### config.mk
export PLATFORM = sky130hd
export DESIGN_NAME = websocket_frame_decoder
export DESIGN_NICKNAME = d
export VERILOG_FILES = /design/src/hdl/wfd_pkg.sv /design/src/hdl/websocket_frame_decoder.sv
export SDC_FILE = /design/constraint.sdc
export NUM_CORES = 1
export LEC_CHECK = 0
export BUFFER_PORTS_ARGS = -buffer_cell sky130_fd_sc_hd__buf_2
export CORE_UTILIZATION = 54
export CTS_CLUSTER_SIZE = 20
export DETAILED_ROUTE_END_ITERATION = 10
export PLACE_DENSITY = 0.7
export SLEW_MARGIN = 20
export SYNTH_ARGS = -nofsm -noshare
export SYNTH_HDL_FRONTEND = slang
export SYNTH_SLANG_ARGS = --single-unit
### constraint.sdc
create_clock -name clk -period 3.4 [get_ports clk]
set_input_delay 0.34 -clock clk [delete_from_list [all_inputs] [get_ports clk]]
set_output_delay 0.34 -clock clk [all_outputs]
set_load 0.01 [all_outputs]
### src/hdl/wfd_pkg.sv
// Shared types and codes of the WebSocket frame decoder.
`timescale 1ns / 1ps

package wfd_pkg;

    localparam int TDATA_W = 16;

    localparam logic       KIND_PAYLOAD = 1'b0;
    localparam logic       KIND_STATUS  = 1'b1;

    localparam logic [2:0] ST_OK         = 3'd0;
    localparam logic [2:0] ST_TOO_SHORT  = 3'd1;
    localparam logic [2:0] ST_CLOSE      = 3'd2;
    localparam logic [2:0] ST_UNSUP      = 3'd3;
    localparam logic [2:0] ST_HDR_TRUNC  = 3'd4;
    localparam logic [2:0] ST_PAY_TRUNC  = 3'd5;

    localparam logic [3:0] OP_TEXT  = 4'h1;
    localparam logic [3:0] OP_CLOSE = 4'h8;

    localparam logic [6:0] LEN_EXT16 = 7'd126;
    localparam logic [6:0] LEN_EXT64 = 7'd127;

    localparam logic [3:0] EXT16_BYTES = 4'd2;
    localparam logic [3:0] EXT64_BYTES = 4'd8;
    localparam logic [3:0] MASK_BYTES  = 4'd4;

    localparam int FIFO_DEPTH = 4;

    typedef struct packed {
        logic       kind;
        logic [7:0] data;
        logic [2:0] status;
    } result_t;

endpackage

### src/hdl/websocket_frame_decoder.sv
// Top level of the WebSocket frame decoder: header parse, unmask and result queue.
`timescale 1ns / 1ps
//
// Usage:
//   s_* channel: one raw frame buffer byte per beat in s_tdata[7:0]; s_tlast
//   marks the last byte of the buffer, which holds exactly one frame.
//   m_* channel: one result per beat. m_tuser 0 is an unmasked text payload
//   byte in m_tdata[7:0]; m_tuser 1 is the end-of-buffer status in
//   m_tdata[10:8] (ok, too short, close, unsupported opcode, header
//   truncated, payload truncated). On an error status drop the bytes seen.
//   Results are registered in the queue before they show on m_*.
//   Throughput: one input byte per cycle while s_tready is high; the header
//   parser and unmask XOR are combinational. A last byte that also carries
//   payload yields two results, so the output takes a beat for each. Results
//   wait in a 4-entry queue; s_tready drops while fewer than two entries are free.
//   Reset: the parser waits for the first header byte and the queue empties.
//   A stalled receiver holds m_* steady and fills the queue, then s_tready
//   falls until entries drain.

module websocket_frame_decoder (
    input  logic                        clk,
    input  logic                        rst_n,
    input  logic                        s_tvalid,
    output logic                        s_tready,
    input  logic [7:0]                  s_tdata,   // [7:0] frame_byte
    input  logic                        s_tlast,   // buffer_end
    output logic                        m_tvalid,
    input  logic                        m_tready,
    output logic [wfd_pkg::TDATA_W-1:0] m_tdata,   // [7:0] payload_byte, [10:8] frame_status
    output logic                        m_tuser    // result_kind
);

    localparam int FIFO_DEPTH = wfd_pkg::FIFO_DEPTH;
    localparam int PTR_W = $clog2(FIFO_DEPTH);
    localparam int CNT_W = $clog2(FIFO_DEPTH + 1);
    localparam logic [CNT_W-1:0] ACCEPT_MAX = CNT_W'(FIFO_DEPTH - 2);

    typedef enum logic [2:0] {
        PH_HDR0,
        PH_HDR1,
        PH_EXTLEN,
        PH_MASK,
        PH_PAYLOAD,
        PH_DONE,
        PH_CLOSE,
        PH_UNSUP
    } phase_t;

    function automatic logic [2:0] end_status(input phase_t ph);
        logic [2:0] st;
        case (ph)
            PH_HDR0:    st = wfd_pkg::ST_TOO_SHORT;
            PH_HDR1:    st = wfd_pkg::ST_TOO_SHORT;
            PH_EXTLEN:  st = wfd_pkg::ST_HDR_TRUNC;
            PH_MASK:    st = wfd_pkg::ST_HDR_TRUNC;
            PH_PAYLOAD: st = wfd_pkg::ST_PAY_TRUNC;
            PH_DONE:    st = wfd_pkg::ST_OK;
            PH_CLOSE:   st = wfd_pkg::ST_CLOSE;
            PH_UNSUP:   st = wfd_pkg::ST_UNSUP;
            default:    st = wfd_pkg::ST_OK;
        endcase
        return st;
    endfunction

    phase_t      phase_reg, phase_next;
    logic [3:0]  hcount_reg, hcount_next;
    logic [3:0]  opcode_reg, opcode_next;
    logic        mask_reg, mask_next;
    logic [63:0] length_reg, length_next;
    logic [31:0] key_reg, key_next;
    logic [63:0] remain_reg, remain_next;
    logic [1:0]  kidx_reg, kidx_next;

    wfd_pkg::result_t fifo_mem [FIFO_DEPTH];
    logic [PTR_W-1:0] wr_ptr_reg, wr_ptr_next;
    logic [PTR_W-1:0] rd_ptr_reg, rd_ptr_next;
    logic [CNT_W-1:0] count_reg, count_next;

    logic             accept;
    logic             pop;
    logic             pay_emit;
    logic             stat_emit;
    logic [7:0]       pay_byte;
    logic [7:0]       key_byte;
    logic [6:0]       len7;
    logic [63:0]      len_shift;
    logic [63:0]      len_sel;
    logic             len_ready;
    logic             start_pay;
    logic [3:0]       hcount_dec;
    wfd_pkg::result_t first_ent;
    wfd_pkg::result_t second_ent;
    wfd_pkg::result_t head_ent;

    assign s_tready = (count_reg <= ACCEPT_MAX);
    assign accept   = s_tvalid && s_tready;
    assign m_tvalid = (count_reg != '0);
    assign pop      = m_tvalid && m_tready;

    assign len7       = s_tdata[6:0];
    assign len_shift  = {length_reg[55:0], s_tdata};
    assign hcount_dec = hcount_reg - 4'd1;

    always_comb
    begin
        case (kidx_reg)
            2'd0:    key_byte = key_reg[31:24];
            2'd1:    key_byte = key_reg[23:16];
            2'd2:    key_byte = key_reg[15:8];
            default: key_byte = key_reg[7:0];
        endcase
    end

    assign pay_byte = s_tdata ^ key_byte;

    always_comb
    begin
        phase_next  = phase_reg;
        hcount_next = hcount_reg;
        opcode_next = opcode_reg;
        mask_next   = mask_reg;
        length_next = length_reg;
        key_next    = key_reg;
        remain_next = remain_reg;
        kidx_next   = kidx_reg;
        pay_emit    = 1'b0;
        len_ready   = 1'b0;
        start_pay   = 1'b0;
        len_sel     = length_reg;

        case (phase_reg)
            PH_HDR0:
            begin
                opcode_next = s_tdata[3:0];
                phase_next  = PH_HDR1;
            end
            PH_HDR1:
            begin
                mask_next = s_tdata[7];
                if (opcode_reg == wfd_pkg::OP_CLOSE)
                begin
                    phase_next = PH_CLOSE;
                end
                else if (opcode_reg != wfd_pkg::OP_TEXT)
                begin
                    phase_next = PH_UNSUP;
                end
                else if (len7 == wfd_pkg::LEN_EXT16 || len7 == wfd_pkg::LEN_EXT64)
                begin
                    length_next = '0;
                    hcount_next = (len7 == wfd_pkg::LEN_EXT16) ?
                                  wfd_pkg::EXT16_BYTES : wfd_pkg::EXT64_BYTES;
                    phase_next  = PH_EXTLEN;
                end
                else
                begin
                    len_sel     = {57'd0, len7};
                    length_next = len_sel;
                    len_ready   = 1'b1;
                end
            end
            PH_EXTLEN:
            begin
                len_sel     = len_shift;
                length_next = len_sel;
                hcount_next = hcount_dec;
                len_ready   = (hcount_dec == 4'd0);
            end
            PH_MASK:
            begin
                key_next    = {key_reg[23:0], s_tdata};
                hcount_next = hcount_dec;
                start_pay   = (hcount_dec == 4'd0);
            end
            PH_PAYLOAD:
            begin
                pay_emit    = 1'b1;
                kidx_next   = kidx_reg + 2'd1;
                remain_next = remain_reg - 64'd1;
                if (remain_reg == 64'd1)
                begin
                    phase_next = PH_DONE;
                end
            end
            default:
            begin
            end
        endcase

        if (len_ready)
        begin
            if (mask_next)
            begin
                hcount_next = wfd_pkg::MASK_BYTES;
                phase_next  = PH_MASK;
            end
            else
            begin
                start_pay = 1'b1;
            end
        end

        if (start_pay)
        begin
            remain_next = len_sel;
            kidx_next   = 2'd0;
            phase_next  = (len_sel == 64'd0) ? PH_DONE : PH_PAYLOAD;
        end

        stat_emit             = s_tlast;
        second_ent.kind       = wfd_pkg::KIND_STATUS;
        second_ent.data       = 8'd0;
        second_ent.status     = end_status(phase_next);

        if (s_tlast)
        begin
            phase_next  = PH_HDR0;
            hcount_next = 4'd0;
            opcode_next = 4'd0;
            mask_next   = 1'b0;
            length_next = '0;
            key_next    = '0;
            remain_next = '0;
            kidx_next   = 2'd0;
        end

        if (pay_emit)
        begin
            first_ent.kind   = wfd_pkg::KIND_PAYLOAD;
            first_ent.data   = pay_byte;
            first_ent.status = wfd_pkg::ST_OK;
        end
        else
        begin
            first_ent = second_ent;
        end
    end

    always_comb
    begin
        wr_ptr_next = wr_ptr_reg;
        rd_ptr_next = rd_ptr_reg;
        count_next  = count_reg;
        if (accept)
        begin
            if (pay_emit && stat_emit)
            begin
                wr_ptr_next = wr_ptr_reg + PTR_W'(2);
                count_next  = count_next + CNT_W'(2);
            end
            else if (pay_emit || stat_emit)
            begin
                wr_ptr_next = wr_ptr_reg + PTR_W'(1);
                count_next  = count_next + CNT_W'(1);
            end
        end
        if (pop)
        begin
            rd_ptr_next = rd_ptr_reg + PTR_W'(1);
            count_next  = count_next - CNT_W'(1);
        end
    end

    always_ff @(posedge clk or negedge rst_n)
    begin
        if (!rst_n)
        begin
            phase_reg  <= PH_HDR0;
            hcount_reg <= 4'd0;
            opcode_reg <= 4'd0;
            mask_reg   <= 1'b0;
            length_reg <= '0;
            key_reg    <= '0;
            remain_reg <= '0;
            kidx_reg   <= 2'd0;
            wr_ptr_reg <= '0;
            rd_ptr_reg <= '0;
            count_reg  <= '0;
        end
        else
        begin
            if (accept)
            begin
                phase_reg  <= phase_next;
                hcount_reg <= hcount_next;
                opcode_reg <= opcode_next;
                mask_reg   <= mask_next;
                length_reg <= length_next;
                key_reg    <= key_next;
                remain_reg <= remain_next;
                kidx_reg   <= kidx_next;
            end
            wr_ptr_reg <= wr_ptr_next;
            rd_ptr_reg <= rd_ptr_next;
            count_reg  <= count_next;
        end
    end

    always_ff @(posedge clk)
    begin
        if (accept && (pay_emit || stat_emit))
        begin
            fifo_mem[wr_ptr_reg] <= first_ent;
        end
        if (accept && pay_emit && stat_emit)
        begin
            fifo_mem[wr_ptr_reg + PTR_W'(1)] <= second_ent;
        end
    end

    assign head_ent = fifo_mem[rd_ptr_reg];
    assign m_tuser  = head_ent.kind;
    assign m_tdata  = {{(wfd_pkg::TDATA_W - 11){1'b0}}, head_ent.status, head_ent.data};

endmodule

==> metrics.cfg <==
[synth]
synth_top_flop_cell = dfrtp_1
postSynthAreaPerCell_um2 = 9.280
synth_edf_count = 12
synth.distinct_cells = 70
ys_ff_latch = 229
syn_area_um2 = 12410
ys_seq_area_frac = 0.4522
ys.warnings.count = 0
synth_cells = 1337
synthArstFlopShare = 0.7904

[route]
drtAntennaViolNets = 0
vias = 11120
drtPass1Iterations = 6
drc = 0
wl_per_cell_um = 22.02
drt-initial-drc-count = 1134
wl_um = 36520
drt-vias-per-instance = 6.705

[worst_setup_path]
path_max_fanout = 5
crit_type = reg -> reg
r2r_end = fifo_mem[2][0]$_DFFE_PP_
worst-r2r-cell-count = 10
reg2reg_slack_ns = 0.16
worstPathRequired_ns = 3.68
worst_setup_path_end_kind = flop
start_kind = flop
r2r_start = remain_reg[24]$_DFFE_PN0P_
crit_arrival_ns = 3.52

[power_and_ir_drop]
p_comb_frac = 0.563
internal-power_mw = 8.134
power.leakage_nw = 6.113
power-per-cell-area_nw_per_um2 = 1071
p_clk_frac = 0.174
p_sw_frac = 0.4566
p_switching_mw = 6.835
peakVddDrop_uv = 602.8
power_frac_seq = 0.264

[cts]
cts_buffer_depth = 3
cts_htree_levels = 1
clk_pin_slew_ns = 0.06
cts_buffers = 25
cts_root_buf = clkbuf_16
cts_tree = yes
insertion_delay_ns = 0.53
postCtsSetupBuffers = 0
cts_sinks = 229

[sta]
hold_viol_final = 0
max_freq_ghz = 0.3087
grt_setup_unrepaired = false
timing.slew.headroom = 0.3631
final.setup.tns_ns = 0
drv_slew = 0
worst_slew_pin_slew_ns = 0.9553
period_share = 0.9526
fin_skew_ns = 0.009861
fin_crit_ns = 3.239
setup-violations-final = 0
finalWorstSetupSlack_ns = 0.1611

[global_routing]
antenna_found_initial = 0
met3_usage = 0.05017
grt_use_met2 = 0.4963
busiest_layer = met2
overflow = 0
grt.total_usage = 0.3142
grt_pass1_wl_um = 59440
grt_use_met1 = 0.4350
grt_max_degree = 101
grt_pass1_vias = 10760

[die]
core-area_um2 = 22570
fp.dieW_um = 153.6
dieArea_um2 = 23590
start_util = 0.5497
die_h_um = 153.6
io_pins = 32
std_cell_rows = 55

[cells_and_area]
n_antenna_cell = 0
syn_to_final_growth_pct = 12.65
fin_nets = 1391
drive_above_1_share = 0.1317

[min_path]
min_delay_worst_endpoint = count_reg[2]$_DFF_PN0_
hold_start = m_tready
hold_depth = 3
hold_path_class = in -> reg

[placed_design]
pre_cts_slack_ns = 0.07503
place.gp.congestion = 0.9485
portBuffers = 26
hpwlAfterDp_um = 24490

[run_status]
status = complete, no violations

[flow_run]
max_cap_viol_count = 0

## per-stage QoR
stage	cell area (um^2)	instances	hold slack, ns	util	power (mW)
final	13980	1659	0.1313	0.6192	14.97
after global routing	13980	1659	0.1475	0.6192	15.92
after CTS	13940	1659	0.1256	0.6177	14.75
after detailed placement	13150	1613	0.4436	0.5828	12.12
after global placement	13150	1613	0.4348	0.5828	12.02
after floorplan	12420	1341	0.04441	-	9.495
## synth_stat cells (6+ instances only)
cell,n,area [um^2]
a211oi_1,33,247.7
a21oi_1,97,485.5
a222oi_1,8,80.08
a22o_1,127,1112
a31oi_1,44,275.3
a32o_1,11,110.1
and2_1,7,43.79
and3_1,42,262.8
buf_2,6,30.03
clkbuf_1,93,349.1
dfrtp_1,181,4529
dfxtp_1,36,720.7
edfxtp_1,12,360.4
ha_1,22,275.3
inv_1,33,123.9
mux2i_1,8,80.08
mux4_2,12,270.3
nand2_1,81,304.0
nand3_1,36,180.2
nand4_1,6,37.54
nor2_1,93,349.1
nor2b_1,14,87.58
nor3_1,56,280.3
nor4_1,28,175.2
o21ai_0,124,620.6
o21ai_1,8,40.04
o22ai_1,7,43.79
o31ai_1,10,75.07
or4_1,9,67.56
xnor2_1,12,105.1
## per-layer routing
metal / part of all wire / routed length, um / up-vias
met5: 0 / 0 / -
met4: 0.038 / 1390 / 0
met3: 0.073 / 2673 / 94
met2: 0.47 / 17120 / 496
met1: 0.42 / 15340 / 5438
li1: - / - / 5096
## layout by cell type, fill, tap and decap left out, types with 12 or more instances in the layout
cell type / count
nand3_1: 36
nand2_1: 79
inv_1: 33
a22o_1: 127
dfrtp_1: 181
mux4_2: 12
edfxtp_1: 12
buf_2: 25
o21ai_0: 124
nor4_1: 25
nor3_1: 55
nor2_1: 92
buf_4: 63
nor2b_1: 14
xnor2_1: 12
ha_1: 22
clkbuf_16: 26
a31oi_1: 42
and3_1: 42
a21oi_1: 96
a211oi_1: 33
dfxtp_1: 36
## cell type report
class,instances,area (um^2)
clock buffer,40,753.2
tap,285,356.6
inverter,34,127.6
timing repair buffer,96,742.0
multi-input combinational,970,6361
sequential,229,5610
fill,1907,8596
clock inverter,5,25.02
## timing repair
action / 4_1_cts / 5_1_grt
gates resized for setup: 0 / 6
hold buffers: 1 / 0
endpoints found under the setup margin: 0 / 8
endpoints found under the hold margin: 97 / 0
## power groups by stage
stage | Combinational, mW | Clock (mW) | Sequential [mW]
final | 8.43 | 2.60 | 3.95
after global routing | 9.15 | 2.74 | 4.03
after CTS | 8.20 | 2.63 | 3.92
after detailed placement | 8.15 | 0 | 3.96
after global placement | 8.08 | 0 | 3.94
after floorplan | 5.78 | 0 | 3.71
## worst max-delay path, cell delays in order, from the launching register on
cell and delay (ns):
dfrtp_1 0.43, or4_4 0.56, or4_1 0.46, nor4_2 0.32, a311oi_1 0.16, nor3_1 0.16
o22ai_1 0.14, ha_1 0.35, o22a_1 0.17, o22ai_1 0.09, and2_1 0.16
## worst max path at each step
| stage | start | to | cells past startpoint | slack, ns |
|---|---|---|---|---|
| after floorplan | phase_reg[2]$_DFFE_PN0P_ | fifo_mem[0][2]$_DFFE_PP_ | 12 | 0.32 |
| after global placement | length_reg[45]$_DFFE_PN0P_ | fifo_mem[0][2]$_DFFE_PP_ | 9 | 0.15 |
| after detailed placement | remain_reg[24]$_DFFE_PN0P_ | fifo_mem[0][2]$_DFFE_PP_ | 10 | 0.08 |
| after CTS | remain_reg[24]$_DFFE_PN0P_ | fifo_mem[0][2]$_DFFE_PP_ | 10 | 0.07 |
| after global routing | remain_reg[24]$_DFFE_PN0P_ | fifo_mem[2][0]$_DFFE_PP_ | 10 | 0.008 |
| final | remain_reg[24]$_DFFE_PN0P_ | fifo_mem[2][0]$_DFFE_PP_ | 10 | 0.16 |
## cells by family after synthesis
group | after synthesis | share of synthesized area
AO/OA/AOI/OAI | 502 | 0.2718
XOR/XNOR | 15 | 0.01059
adder cells (fa/ha/maj) | 22 | 0.02219
buffers and inverters | 142 | 0.04508
flip-flops | 229 | 0.4522
multiplexers | 22 | 0.03005
other | 1 | 0.0003023
AND/OR/NAND/NOR | 404 | 0.1678
(Power assumes the default switching activity.)
